[config.mk]
export PLATFORM = sky130hd
export DESIGN_NAME = prominence_peak_finder
export DESIGN_NICKNAME = d
export VERILOG_FILES = /design/src/hw/rtl/ppf_pkg.sv /design/src/hw/rtl/ppf_cell.sv /design/src/hw/rtl/ppf_judge.sv /design/src/hw/rtl/prominence_peak_finder.sv
export SDC_FILE = /design/constraint.sdc
export NUM_CORES = 2
export LEC_CHECK = 0
export BUFFER_PORTS_ARGS = -buffer_cell sky130_fd_sc_hd__buf_4
export CELL_PAD_IN_SITES_DETAIL_PLACEMENT = 1
export CELL_PAD_IN_SITES_GLOBAL_PLACEMENT = 1
export CORE_UTILIZATION = 51
export CTS_BUF_LIST = sky130_fd_sc_hd__clkbuf_2 sky130_fd_sc_hd__clkbuf_4 sky130_fd_sc_hd__clkbuf_8
export DETAILED_ROUTE_END_ITERATION = 6
export GPL_TIMING_DRIVEN = 0
export PLACE_DENSITY = 0.79
export SLEW_MARGIN = 20
export SYNTH_ARGS = -nofsm -noshare
export SYNTH_HDL_FRONTEND = slang
export SYNTH_SLANG_ARGS = --single-unit
[constraint.sdc]
create_clock -name clock -period 35.6 [get_ports clock]
set_input_delay 1.78 -clock clock [delete_from_list [all_inputs] [get_ports clock]]
set_output_delay 1.78 -clock clock [all_outputs]
set_load 0.1 [all_outputs]
[src/hw/rtl/ppf_pkg.sv]
package ppf_pkg;

   // count fields cover window sizes up to 64
   localparam int CNT_W = 7;
   localparam int LA_W  = 8;

   localparam logic [2:0] REG_WIDTH_LEFT      = 3'd0;
   localparam logic [2:0] REG_WIDTH_RIGHT     = 3'd1;
   localparam logic [2:0] REG_MONOTONIC_SPAN  = 3'd2;
   localparam logic [2:0] REG_PROM_THRESHOLD  = 3'd3;
   localparam logic [2:0] REG_SEARCH_LEFT     = 3'd4;
   localparam logic [2:0] REG_SEARCH_RIGHT    = 3'd5;
   localparam logic [2:0] REG_FLOOR_BOUND     = 3'd6;

   typedef enum logic [4:0] {
      S_IDLE  = 5'b00001,
      S_START = 5'b00010,
      S_SCAN  = 5'b00100,
      S_EMIT  = 5'b01000,
      S_FIN   = 5'b10000
   } state_type;

   typedef struct packed {
      logic        [CNT_W-1:0] wl;
      logic        [CNT_W-1:0] wr;
      logic        [CNT_W-1:0] ds;
      logic        [CNT_W-1:0] sl;
      logic        [CNT_W-1:0] sr;
      logic        [15:0]      thr;
      logic signed [15:0]      floor_b;
      logic signed [LA_W-1:0]  la;
      logic        [CNT_W-1:0] ra;
   } judge_cfg_type;

endpackage

[src/hw/rtl/ppf_cell.sv]
module ppf_cell import ppf_pkg::*; #(
   parameter int SAMPLE_BITS = 16
) (
   input  logic                          clock,
   input  logic                          clear,
   input  logic                          shift_en,
   input  logic signed [SAMPLE_BITS-1:0] d_in,
   output logic signed [SAMPLE_BITS-1:0] q
);

   logic signed [SAMPLE_BITS-1:0] q_ff;

   always_ff @(posedge clock) begin
      if (clear) begin
         q_ff <= '0;
      end else if (shift_en) begin
         q_ff <= d_in;
      end
   end

   assign q = q_ff;

endmodule

[src/hw/rtl/ppf_judge.sv]
module ppf_judge import ppf_pkg::*; #(
   parameter int WINDOW_MAX  = 32,
   parameter int SAMPLE_BITS = 16
) (
   input  logic                          clock,
   input  logic                          reset,
   input  logic                          start,
   input  judge_cfg_type                 cfg,
   input  logic signed [SAMPLE_BITS-1:0] win [2*WINDOW_MAX+2],
   output logic                          done,
   output logic                          peak,
   output logic [SAMPLE_BITS:0]          prom
);

   localparam int DEPTH = 2 * WINDOW_MAX + 2;
   localparam int C     = WINDOW_MAX + 1;
   localparam int LEN   = WINDOW_MAX + 1;
   localparam int PRW   = SAMPLE_BITS + 1;
   localparam int TW    = (PRW > 16) ? PRW : 16;
   localparam int FW    = ((SAMPLE_BITS > 16) ? SAMPLE_BITS : 16) + 1;
   localparam logic [CNT_W-1:0] LAST_STEP = CNT_W'(WINDOW_MAX + 1);
   localparam logic [CNT_W-1:0] FIN_STEP  = CNT_W'(WINDOW_MAX + 2);

   logic                          busy_ff, busy_in;
   logic                          done_ff, done_in;
   logic [CNT_W-1:0]              step_ff, step_in;
   logic signed [SAMPLE_BITS-1:0] lch_ff [LEN];
   logic signed [SAMPLE_BITS-1:0] lch_in [LEN];
   logic signed [SAMPLE_BITS-1:0] rch_ff [LEN];
   logic signed [SAMPLE_BITS-1:0] rch_in [LEN];
   logic signed [SAMPLE_BITS-1:0] pk_ff, pk_in;
   logic signed [SAMPLE_BITS-1:0] lprev_ff, lprev_in;
   logic signed [SAMPLE_BITS-1:0] lmin_ff, lmin_in;
   logic signed [SAMPLE_BITS-1:0] rmin_ff, rmin_in;
   logic                          lgo_ff, lgo_in;
   logic                          rgo_ff, rgo_in;
   logic                          fail_ff, fail_in;
   logic                          peak_ff, peak_in;
   logic [PRW-1:0]                prom_ff, prom_in;

   logic [CNT_W-1:0]              mw;
   logic signed [LA_W-1:0]        d_s;
   logic signed [SAMPLE_BITS-1:0] lv, rv, r1, mn;
   logic signed [PRW-1:0]         diff;
   logic                          below;

   always_comb begin
      mw    = (cfg.wl > cfg.wr) ? cfg.wl : cfg.wr;
      d_s   = LA_W'(step_ff);
      lv    = lch_ff[0];
      rv    = rch_ff[0];
      r1    = rch_ff[1];
      mn    = (lmin_ff < rmin_ff) ? lmin_ff : rmin_ff;
      below = FW'(mn) < FW'(cfg.floor_b);
      diff  = PRW'(pk_ff) - PRW'(mn);

      busy_in  = busy_ff;
      done_in  = 1'b0;
      step_in  = step_ff;
      lch_in   = lch_ff;
      rch_in   = rch_ff;
      pk_in    = pk_ff;
      lprev_in = lprev_ff;
      lmin_in  = lmin_ff;
      rmin_in  = rmin_ff;
      lgo_in   = lgo_ff;
      rgo_in   = rgo_ff;
      fail_in  = fail_ff;
      peak_in  = peak_ff;
      prom_in  = prom_ff;

      if (start) begin
         busy_in  = 1'b1;
         step_in  = CNT_W'(1);
         pk_in    = win[C];
         lprev_in = win[C];
         lmin_in  = win[C];
         rmin_in  = win[C];
         lgo_in   = cfg.la >= LA_W'(1);
         rgo_in   = 1'b1;
         fail_in  = (cfg.la < $signed(LA_W'(mw))) || (cfg.ra < mw);
         for (int i = 0; i < LEN; i++) begin
            lch_in[i] = win[C-1-i];
         end
         for (int i = 0; i < LEN - 1; i++) begin
            rch_in[i] = win[C+1+i];
         end
         rch_in[LEN-1] = '0;
      end else if (busy_ff) begin
         if (step_ff == FIN_STEP) begin
            busy_in = 1'b0;
            done_in = 1'b1;
            prom_in = below ? '0 : diff;
            peak_in = !fail_ff && (TW'(prom_in) >= TW'(cfg.thr));
         end else begin
            // neighbourhood maximum
            if (step_ff <= cfg.wl && lv > pk_ff) fail_in = 1'b1;
            if (step_ff <= cfg.wr && rv > pk_ff) fail_in = 1'b1;
            // rise and fall around the candidate
            if (step_ff <= cfg.ds && d_s <= cfg.la && lv > lprev_ff) fail_in = 1'b1;
            if (step_ff <= cfg.ds && ({1'b0, step_ff} + 1'b1) <= {1'b0, cfg.ra} && rv < r1)
               fail_in = 1'b1;
            // left search takes the sample that stops it
            if (lgo_ff) begin
               if (lv < lmin_ff && lv != '0) lmin_in = lv;
               lgo_in = (d_s < cfg.la) && (lv < pk_ff) && (step_ff <= cfg.sl);
            end
            if (rgo_ff && step_ff <= cfg.ra && rv < pk_ff && step_ff <= cfg.sr) begin
               if (rv < rmin_ff && rv != '0) rmin_in = rv;
            end else begin
               rgo_in = 1'b0;
            end
            lprev_in = lv;
            for (int i = 0; i < LEN - 1; i++) begin
               lch_in[i] = lch_ff[i+1];
               rch_in[i] = rch_ff[i+1];
            end
            lch_in[LEN-1] = '0;
            rch_in[LEN-1] = '0;
            step_in = step_ff + 1'b1;
         end
      end
   end

   always_ff @(posedge clock) begin
      if (reset) begin
         busy_ff <= 1'b0;
         done_ff <= 1'b0;
         step_ff <= '0;
      end else begin
         busy_ff <= busy_in;
         done_ff <= done_in;
         step_ff <= step_in;
      end
      lch_ff   <= lch_in;
      rch_ff   <= rch_in;
      pk_ff    <= pk_in;
      lprev_ff <= lprev_in;
      lmin_ff  <= lmin_in;
      rmin_ff  <= rmin_in;
      lgo_ff   <= lgo_in;
      rgo_ff   <= rgo_in;
      fail_ff  <= fail_in;
      peak_ff  <= peak_in;
      prom_ff  <= prom_in;
   end

   assign done = done_ff;
   assign peak = peak_ff;
   assign prom = prom_ff;

   a_step_range: assert property (@(posedge clock) disable iff (reset)
      busy_ff |-> (step_ff >= CNT_W'(1) && step_ff <= FIN_STEP))
      else $error("scan step out of range");
   a_done_ends_scan: assert property (@(posedge clock) disable iff (reset)
      done_ff |-> !busy_ff)
      else $error("done raised while scan still running");
   a_mins_bounded: assert property (@(posedge clock) disable iff (reset)
      (busy_ff && step_ff != LAST_STEP && step_ff != FIN_STEP)
         |-> (lmin_ff <= pk_ff && rmin_ff <= pk_ff))
      else $error("side minimum above peak");

endmodule

[src/hw/rtl/prominence_peak_finder.sv]
// a sample's result follows the beat through load, WINDOW_MAX+1 scan steps through the
// cell chains, finish, hand-off and emit
// a new sample is taken only once the block has finished with the previous one
// the final sample judges WINDOW_MAX+1 positions, then issues the end of wave beat;
// a held result beat stalls the scan until it is taken
// reset is synchronous: window and count cleared, registers to their defaults
module prominence_peak_finder import ppf_pkg::*; #(
   parameter int WINDOW_MAX  = 32,
   parameter int MAX_SAMPLES = 8192,
   parameter int SAMPLE_BITS = 16
) (
   input  logic                                   clock,
   input  logic                                   reset,
   input  logic                                   req_valid,
   output logic                                   req_ready,
   input  logic signed [SAMPLE_BITS-1:0]          req_sample,
   input  logic                                   req_is_last,
   output logic                                   rsp_valid,
   input  logic                                   rsp_ready,
   output logic                                   rsp_peak_valid,
   output logic [$clog2(MAX_SAMPLES)-1:0]         rsp_peak_index,
   output logic signed [SAMPLE_BITS-1:0]          rsp_peak_height,
   output logic [15:0]                            rsp_peak_prominence,
   output logic                                   rsp_end_of_wave,
   input  logic                                   csr_valid,
   output logic                                   csr_ready,
   input  logic [2:0]                             csr_index,
   input  logic [15:0]                            csr_data
);

   localparam int DEPTH = 2 * WINDOW_MAX + 2;
   localparam int C     = WINDOW_MAX + 1;
   localparam int IW    = $clog2(MAX_SAMPLES);
   localparam int PRW   = SAMPLE_BITS + 1;
   localparam int TW    = (PRW > 16) ? PRW : 16;
   localparam logic [IW-1:0]          P_MAX  = IW'(MAX_SAMPLES - 1);
   localparam logic signed [LA_W-1:0] LA_MAX = LA_W'(WINDOW_MAX + 1);

   state_type state_ff, state_in;

   logic [5:0]         width_left_ff, width_right_ff, search_left_ff, search_right_ff;
   logic [4:0]         mono_ff;
   logic [15:0]        thr_ff;
   logic signed [15:0] floor_ff;

   logic [IW-1:0]          p_ff, p_in;
   logic [IW-1:0]          pos_ff, pos_in;
   logic signed [LA_W-1:0] la_ff, la_in;
   logic [CNT_W-1:0]       ra_ff, ra_in;
   logic                   last_ff, last_in;

   logic                          pend_v_ff, pend_v_in;
   logic [IW-1:0]                 pend_idx_ff, pend_idx_in;
   logic signed [SAMPLE_BITS-1:0] pend_h_ff, pend_h_in;
   logic [15:0]                   pend_p_ff, pend_p_in;

   logic                          rsp_valid_ff, rsp_valid_in;
   logic                          rsp_pv_ff, rsp_pv_in;
   logic [IW-1:0]                 rsp_idx_ff, rsp_idx_in;
   logic signed [SAMPLE_BITS-1:0] rsp_h_ff, rsp_h_in;
   logic [15:0]                   rsp_p_ff, rsp_p_in;
   logic                          rsp_end_ff, rsp_end_in;

   logic                          shift_en, shift_zero, win_clear, jstart, jdone, jpeak;
   logic [PRW-1:0]                jprom;
   logic [TW-1:0]                 jprom_ext;
   logic [15:0]                   prom16;
   logic                          rsp_free;
   logic signed [SAMPLE_BITS-1:0] shift_d;
   logic signed [SAMPLE_BITS-1:0] win [DEPTH];
   judge_cfg_type                 jcfg;

   function automatic logic [CNT_W-1:0] clampw(input logic [5:0] v, input int hi);
      logic [CNT_W-1:0] h;
      h = CNT_W'(hi);
      return (CNT_W'(v) > h) ? h : CNT_W'(v);
   endfunction

   assign shift_d = shift_zero ? '0 : req_sample;

   for (genvar i = 0; i < DEPTH; i++) begin : g_win
      ppf_cell #(.SAMPLE_BITS(SAMPLE_BITS)) u_cell (
         .clock    (clock),
         .clear    (reset | win_clear),
         .shift_en (shift_en),
         .d_in     ((i == DEPTH - 1) ? shift_d : win[(i == DEPTH - 1) ? i : i + 1]),
         .q        (win[i])
      );
   end

   always_comb begin
      jcfg.wl      = clampw(width_left_ff, WINDOW_MAX);
      jcfg.wr      = clampw(width_right_ff, WINDOW_MAX);
      jcfg.ds      = clampw({1'b0, mono_ff}, WINDOW_MAX - 1);
      jcfg.sl      = clampw(search_left_ff, WINDOW_MAX);
      jcfg.sr      = clampw(search_right_ff, WINDOW_MAX);
      jcfg.thr     = thr_ff;
      jcfg.floor_b = floor_ff;
      jcfg.la      = la_ff;
      jcfg.ra      = ra_ff;
   end

   ppf_judge #(.WINDOW_MAX(WINDOW_MAX), .SAMPLE_BITS(SAMPLE_BITS)) u_judge (
      .clock (clock),
      .reset (reset),
      .start (jstart),
      .cfg   (jcfg),
      .win   (win),
      .done  (jdone),
      .peak  (jpeak),
      .prom  (jprom)
   );

   assign jprom_ext = TW'(jprom);
   assign prom16    = jprom_ext[15:0];
   assign rsp_free  = !rsp_valid_ff || rsp_ready;
   assign req_ready = (state_ff == S_IDLE);
   assign csr_ready = 1'b1;

   always_comb begin
      state_in     = state_ff;
      p_in         = p_ff;
      pos_in       = pos_ff;
      la_in        = la_ff;
      ra_in        = ra_ff;
      last_in      = last_ff;
      pend_v_in    = pend_v_ff;
      pend_idx_in  = pend_idx_ff;
      pend_h_in    = pend_h_ff;
      pend_p_in    = pend_p_ff;
      rsp_valid_in = rsp_valid_ff && !rsp_ready;
      rsp_pv_in    = rsp_pv_ff;
      rsp_idx_in   = rsp_idx_ff;
      rsp_h_in     = rsp_h_ff;
      rsp_p_in     = rsp_p_ff;
      rsp_end_in   = rsp_end_ff;
      shift_en     = 1'b0;
      shift_zero   = 1'b0;
      win_clear    = 1'b0;
      jstart       = 1'b0;

      case (state_ff)
         S_IDLE: begin
            if (req_valid) begin
               shift_en = 1'b1;
               last_in  = req_is_last;
               p_in     = (p_ff < P_MAX) ? p_ff + 1'b1 : p_ff;
               pos_in   = p_ff - IW'(WINDOW_MAX);
               // distance from the judged slot back to position zero
               if (p_ff < IW'(2 * WINDOW_MAX + 1)) begin
                  la_in = LA_W'(p_ff) - LA_W'(WINDOW_MAX);
               end else begin
                  la_in = LA_MAX;
               end
               ra_in    = CNT_W'(WINDOW_MAX);
               state_in = S_START;
            end
         end
         S_START: begin
            jstart   = 1'b1;
            state_in = S_SCAN;
         end
         S_SCAN: begin
            if (jdone) state_in = S_EMIT;
         end
         S_EMIT: begin
            if (!last_ff) begin
               if (!jpeak) begin
                  state_in = S_IDLE;
               end else if (rsp_free) begin
                  rsp_valid_in = 1'b1;
                  rsp_pv_in    = 1'b1;
                  rsp_idx_in   = pos_ff;
                  rsp_h_in     = win[C];
                  rsp_p_in     = prom16;
                  rsp_end_in   = 1'b0;
                  state_in     = S_IDLE;
               end
            end else if (!(jpeak && pend_v_ff && !rsp_free)) begin
               // hold one peak back so the last one can carry end of wave
               if (jpeak) begin
                  if (pend_v_ff) begin
                     rsp_valid_in = 1'b1;
                     rsp_pv_in    = 1'b1;
                     rsp_idx_in   = pend_idx_ff;
                     rsp_h_in     = pend_h_ff;
                     rsp_p_in     = pend_p_ff;
                     rsp_end_in   = 1'b0;
                  end
                  pend_v_in   = 1'b1;
                  pend_idx_in = pos_ff;
                  pend_h_in   = win[C];
                  pend_p_in   = prom16;
               end
               if (ra_ff != '0) begin
                  shift_en   = 1'b1;
                  shift_zero = 1'b1;
                  ra_in      = ra_ff - 1'b1;
                  la_in      = (la_ff == LA_MAX) ? la_ff : la_ff + 1'b1;
                  pos_in     = pos_ff + 1'b1;
                  state_in   = S_START;
               end else begin
                  state_in = S_FIN;
               end
            end
         end
         S_FIN: begin
            if (rsp_free) begin
               rsp_valid_in = 1'b1;
               rsp_pv_in    = pend_v_ff;
               rsp_idx_in   = pend_v_ff ? pend_idx_ff : '0;
               rsp_h_in     = pend_v_ff ? pend_h_ff : '0;
               rsp_p_in     = pend_v_ff ? pend_p_ff : '0;
               rsp_end_in   = 1'b1;
               pend_v_in    = 1'b0;
               win_clear    = 1'b1;
               p_in         = '0;
               state_in     = S_IDLE;
            end
         end
         default: begin
            state_in = S_IDLE;
         end
      endcase
   end

   always_ff @(posedge clock) begin
      if (reset) begin
         state_ff        <= S_IDLE;
         p_ff            <= '0;
         last_ff         <= 1'b0;
         pend_v_ff       <= 1'b0;
         rsp_valid_ff    <= 1'b0;
         width_left_ff   <= 6'd2;
         width_right_ff  <= 6'd2;
         mono_ff         <= 5'd0;
         thr_ff          <= 16'd10;
         search_left_ff  <= 6'd8;
         search_right_ff <= 6'd8;
         floor_ff        <= -16'sd9999;
      end else begin
         state_ff     <= state_in;
         p_ff         <= p_in;
         last_ff      <= last_in;
         pend_v_ff    <= pend_v_in;
         rsp_valid_ff <= rsp_valid_in;
         if (csr_valid) begin
            case (csr_index)
               REG_WIDTH_LEFT:     width_left_ff   <= csr_data[5:0];
               REG_WIDTH_RIGHT:    width_right_ff  <= csr_data[5:0];
               REG_MONOTONIC_SPAN: mono_ff         <= csr_data[4:0];
               REG_PROM_THRESHOLD: thr_ff          <= csr_data;
               REG_SEARCH_LEFT:    search_left_ff  <= csr_data[5:0];
               REG_SEARCH_RIGHT:   search_right_ff <= csr_data[5:0];
               REG_FLOOR_BOUND:    floor_ff        <= csr_data;
               default: begin
               end
            endcase
         end
      end
      pos_ff      <= pos_in;
      la_ff       <= la_in;
      ra_ff       <= ra_in;
      pend_idx_ff <= pend_idx_in;
      pend_h_ff   <= pend_h_in;
      pend_p_ff   <= pend_p_in;
      rsp_pv_ff   <= rsp_pv_in;
      rsp_idx_ff  <= rsp_idx_in;
      rsp_h_ff    <= rsp_h_in;
      rsp_p_ff    <= rsp_p_in;
      rsp_end_ff  <= rsp_end_in;
   end

   assign rsp_valid           = rsp_valid_ff;
   assign rsp_peak_valid      = rsp_pv_ff;
   assign rsp_peak_index      = rsp_idx_ff;
   assign rsp_peak_height     = rsp_h_ff;
   assign rsp_peak_prominence = rsp_p_ff;
   assign rsp_end_of_wave     = rsp_end_ff;

   a_done_in_scan: assert property (@(posedge clock) disable iff (reset)
      jdone |-> (state_ff == S_SCAN))
      else $error("judge finished outside scan");
   a_fin_emits_end: assert property (@(posedge clock) disable iff (reset)
      (state_ff == S_FIN && rsp_free) |=> (rsp_valid_ff && rsp_end_ff))
      else $error("end of wave beat not issued");
   a_accept_starts: assert property (@(posedge clock) disable iff (reset)
      (req_valid && req_ready) |=> (state_ff == S_START && ra_ff == CNT_W'(WINDOW_MAX)))
      else $error("accepted beat did not start a scan");
   a_la_bounded: assert property (@(posedge clock) disable iff (reset)
      (state_ff == S_SCAN) |-> (la_ff <= LA_MAX))
      else $error("left distance above window");

endmodule

==> results.json <==
{
  "multi_input_area_um2": 33700,
  "hold_buffers": 0,
  "cts_buffers": 412,
  "setup_viol": 0,
  "required_ns": 36.42,
  "crit_slowest_cell": "o41ai_1",
  "critical_path_buf_inv_count": 3,
  "fp.dieArea_um2": 193000,
  "holdWs_ns": 0.451,
  "drt-vias-per-instance": 5.38,
  "root_buffer": "clkbuf_8",
  "drt-total-wl_um": 285000,
  "start_util_pct": 51.3,
  "grt_pass1_vias": 80700,
  "register_area_um2": 60300,
  "syn_to_final_growth_pct": 13.4,
  "grt_max_degree": 58,
  "final_cell_mix": "nand2_1, edfxtp_1, dfxtp_1",
  "chipHeight_um": 439,
  "rows": 160,
  "drive_above_1_share_pct": 10.1,
  "cts_resized": 0,
  "async_reset_ff_share_pct": 0,
  "synthTopCellsByArea": "edfxtp_1, dfxtp_1, nand2_1",
  "synth_top_area_share_pct": 38.3,
  "synth_ff_type": "edfxtp_1",
  "slew_violations": 0,
  "critical-path-max-stage-delay_ns": 0.56,
  "fill_cells": 21900,
  "clock_path_buffers": 4,
  "routabilityCongestion": 0.893,
  "status": "finished clean",
  "min_path_type": "reg2reg",
  "max-cap-violations": 0,
  "post-route-period-util_pct": 18.9,
  "clk_pin_slew_ns": 0.06,
  "syn_inst": 10600,
  "overflow": 0,
  "path_class": "reg2reg",
  "nNetsFinal": 11400,
  "antenna_found_initial": 5,
  "crit_fanout": 10,
  "drtIter0Drc": 4636,
  "fin_skew_ns": 0.0495,
  "yosysWarnings": 0,
  "ys_seq_elements": 2391,
  "critPathTopFamily": "compound AO/OA/AOI/OAI gates",
  "ant_nets": 0,
  "vias": 75400,
  "dp_hpwl_um": 205000,
  "drcViolationCount": 0,
  "fin_crit_ns": 6.73,
  "synth.distinct_cells": 78,
  "syn-cell-area_um2": 97600,
  "hold_violations": 0,
  "insertion_delay_ns": 1.11,
  "numClockSinks": 2391,
  "layout_commonest_cell": "nand2_1",
  "coreArea_um2": 190000,
  "fmaxAchievable_ghz": 0.148,
  "power_density_nw_per_um2": 55.8,
  "cts_tree": "done",
  "worstMarginPinSlew_ns": 1.13,
  "ctsHtreeMaxLevel": 5,
  "worstPathCellList": "ha_1 -> a21oi_1 -> nand2_1 -> a21oi_1 -> a21oi_1 -> o21ai_1 -> clkbuf_1 -> a21o_1 -> inv_1 -> ha_1 -> nor2b_1 -> o2111a_1 -> nor2_1 -> a311oi_1 -> o41ai_1 -> a21boi_1 -> o21a_1 -> nor3_1 -> ha_1 -> nand4_1 -> nor3_1 -> a211o_1 -> inv_1 -> a221oi_1",
  "dr.pass1.iters": 6,
  "max_slew_margin_pct": 24.6,
  "ios": 91,
  "worst_setup_path_start_kind": "flop",
  "yosys.area.top_type": "edfxtp_1",
  "timing.final.ws_setup_ns": 28.87,
  "port-buffer-count": 86,
  "cts_setup_buffers": 0,
  "dpl_worst_slack_ns": 29.07,
  "grtUsageTotal_pct": 29.3,
  "syn_nets": 10900,
  "die_w_um": 439,
  "cp-end-kind": "flop",
  "cp_data_arrival_time_ns": 7.55,
  "synth.avg_cell_area_um2": 9.17,
  "rsz0062_at_grt": "false",
  "leakage_nw": 42.8,
  "grt_pass1_wl_um": 448000,
  "seq_area_frac_synth_pct": 61.8,
  "vdd_ir_drop_max_v": 0.0000380,
  "wl_per_cell_um": 20.3,
  "synth-edff-count": 1243
}
worst reg2reg max path, stage by stage, from the launching register on:
cell and delay (ns):
edfxtp_1 0.45, ha_1 0.34, a21oi_1 0.15, nand2_1 0.07, a21oi_1 0.16, a21oi_1 0.10, o21ai_1 0.40, clkbuf_1 0.46
a21o_1 0.28, inv_1 0.10, ha_1 0.28, nor2b_1 0.15, o2111a_1 0.26, nor2_1 0.22, a311oi_1 0.21, o41ai_1 0.56
a21boi_1 0.17, o21a_1 0.20, nor3_1 0.50, ha_1 0.25, nand4_1 0.10, nor3_1 0.27, a211o_1 0.24, inv_1 0.06
a221oi_1 0.49
cell families after synthesis:
family / share of synthesized area (%)
compound gates: 7.98
xor+xnor: 0.530
fa+ha+maj: 3.01
buf+inv: 3.72
flops: 61.8
mux: 0.404
other cells: 0.00384
simple gates: 22.6
synthesized netlist by cell type (26+ instances only):
master	number
a21o_1	42
a21oi_1	1121
a22o_1	49
and2_1	38
buf_1	30
buf_2	221
buf_4	65
clkbuf_1	299
dfxtp_1	1148
edfxtp_1	1243
ha_1	233
inv_1	170
mux2i_1	30
nand2_1	5280
nand3_1	40
nand4_1	31
nor2_1	169
nor2b_1	26
nor3_1	33
o21ai_0	70
xnor2_1	30
xor2_1	29
power by group:
| part | internal (mW) | switching, mW |
|---|---|---|
| sequential | 3.01 | 0.0374 |
| combinational | 0.143 | 0.400 |
| clock | 1.45 | 1.14 |
| total | 4.60 | 1.57 |
path summary, 6_finish.rpt:
check,from,endpoint,cells after the start,slack [ns]
max reg2reg,u_judge.lmin_ff[6]$_DFFE_PP_,u_judge.peak$_DFFE_PP_,24,28.87
min,g_win[0].u_cell.q[9]$_SDFFE_PP0P_,g_win[0].u_cell.q[9]$_SDFFE_PP0P_,2,0.45
max,u_judge.lmin_ff[6]$_DFFE_PP_,u_judge.peak$_DFFE_PP_,24,28.87
min reg2reg,g_win[0].u_cell.q[9]$_SDFFE_PP0P_,g_win[0].u_cell.q[9]$_SDFFE_PP0P_,2,0.45
through the flow:
stage                     power [mW]  std cells  area [µm²]  setup TNS [ns]  util, %
after global placement          3.79      13200      101000        -5121.98     53.3
after detailed placement        3.64      13300      102000               0     53.7
after CTS                       6.22      14000      111000               0     58.2
after floorplan                 3.55      10600       97600               0        -
after global routing            6.38      14000      111000               0     58.2
final                           6.18      14000      111000               0     58.2
registers in the layout, summed over array words and instances, names as in the netlist, 13 cells and up:
| signal | count |
|---|---|
| u_judge.rmin_ff | 16 |
| u_judge.lprev_ff | 16 |
| u_judge.lv | 16 |
| u_judge.rv | 16 |
| thr_ff | 16 |
| floor_ff | 16 |
| rsp_peak_height | 16 |
| u_judge.rch_ff | 480 |
| pend_h_ff | 16 |
| u_judge.lmin_ff | 16 |
| u_judge.pk_ff | 16 |
| u_judge.lch_ff | 512 |
| u_judge.prom | 16 |
| rsp_peak_prominence | 16 |
| pend_p_ff | 16 |
| rsp_peak_index | 13 |
| pend_idx_ff | 13 |
| u_judge.r1 | 16 |
| g_win.u_cell.q | 1056 |
| p_ff | 13 |
| pos_ff | 13 |
routing by layer:
layer / track usage, % / routed length (µm) / vias to the layer above
met5: 0 / 11 / -
met4: 11.4 / 10400 / 2
met3: 3.67 / 11500 / 624
met2: 50.7 / 140000 / 1574
met1: 37.4 / 123000 / 37100
li1: - / - / 36100
area by class of cell:
cell class,count,share of cell area [%]
Timing Repair Buffer,115,1.17
Buffer,629,2.70
Tap cell,2511,2.84
Clock buffer,672,7.34
Multi-Input combinational cell,7447,30.5
Antenna cell,10,0.0226
Clock inverter,77,0.366
Inverter,172,0.584
Sequential cell,2391,54.5
No activity file was read; power rests on OpenSTA's default activity.
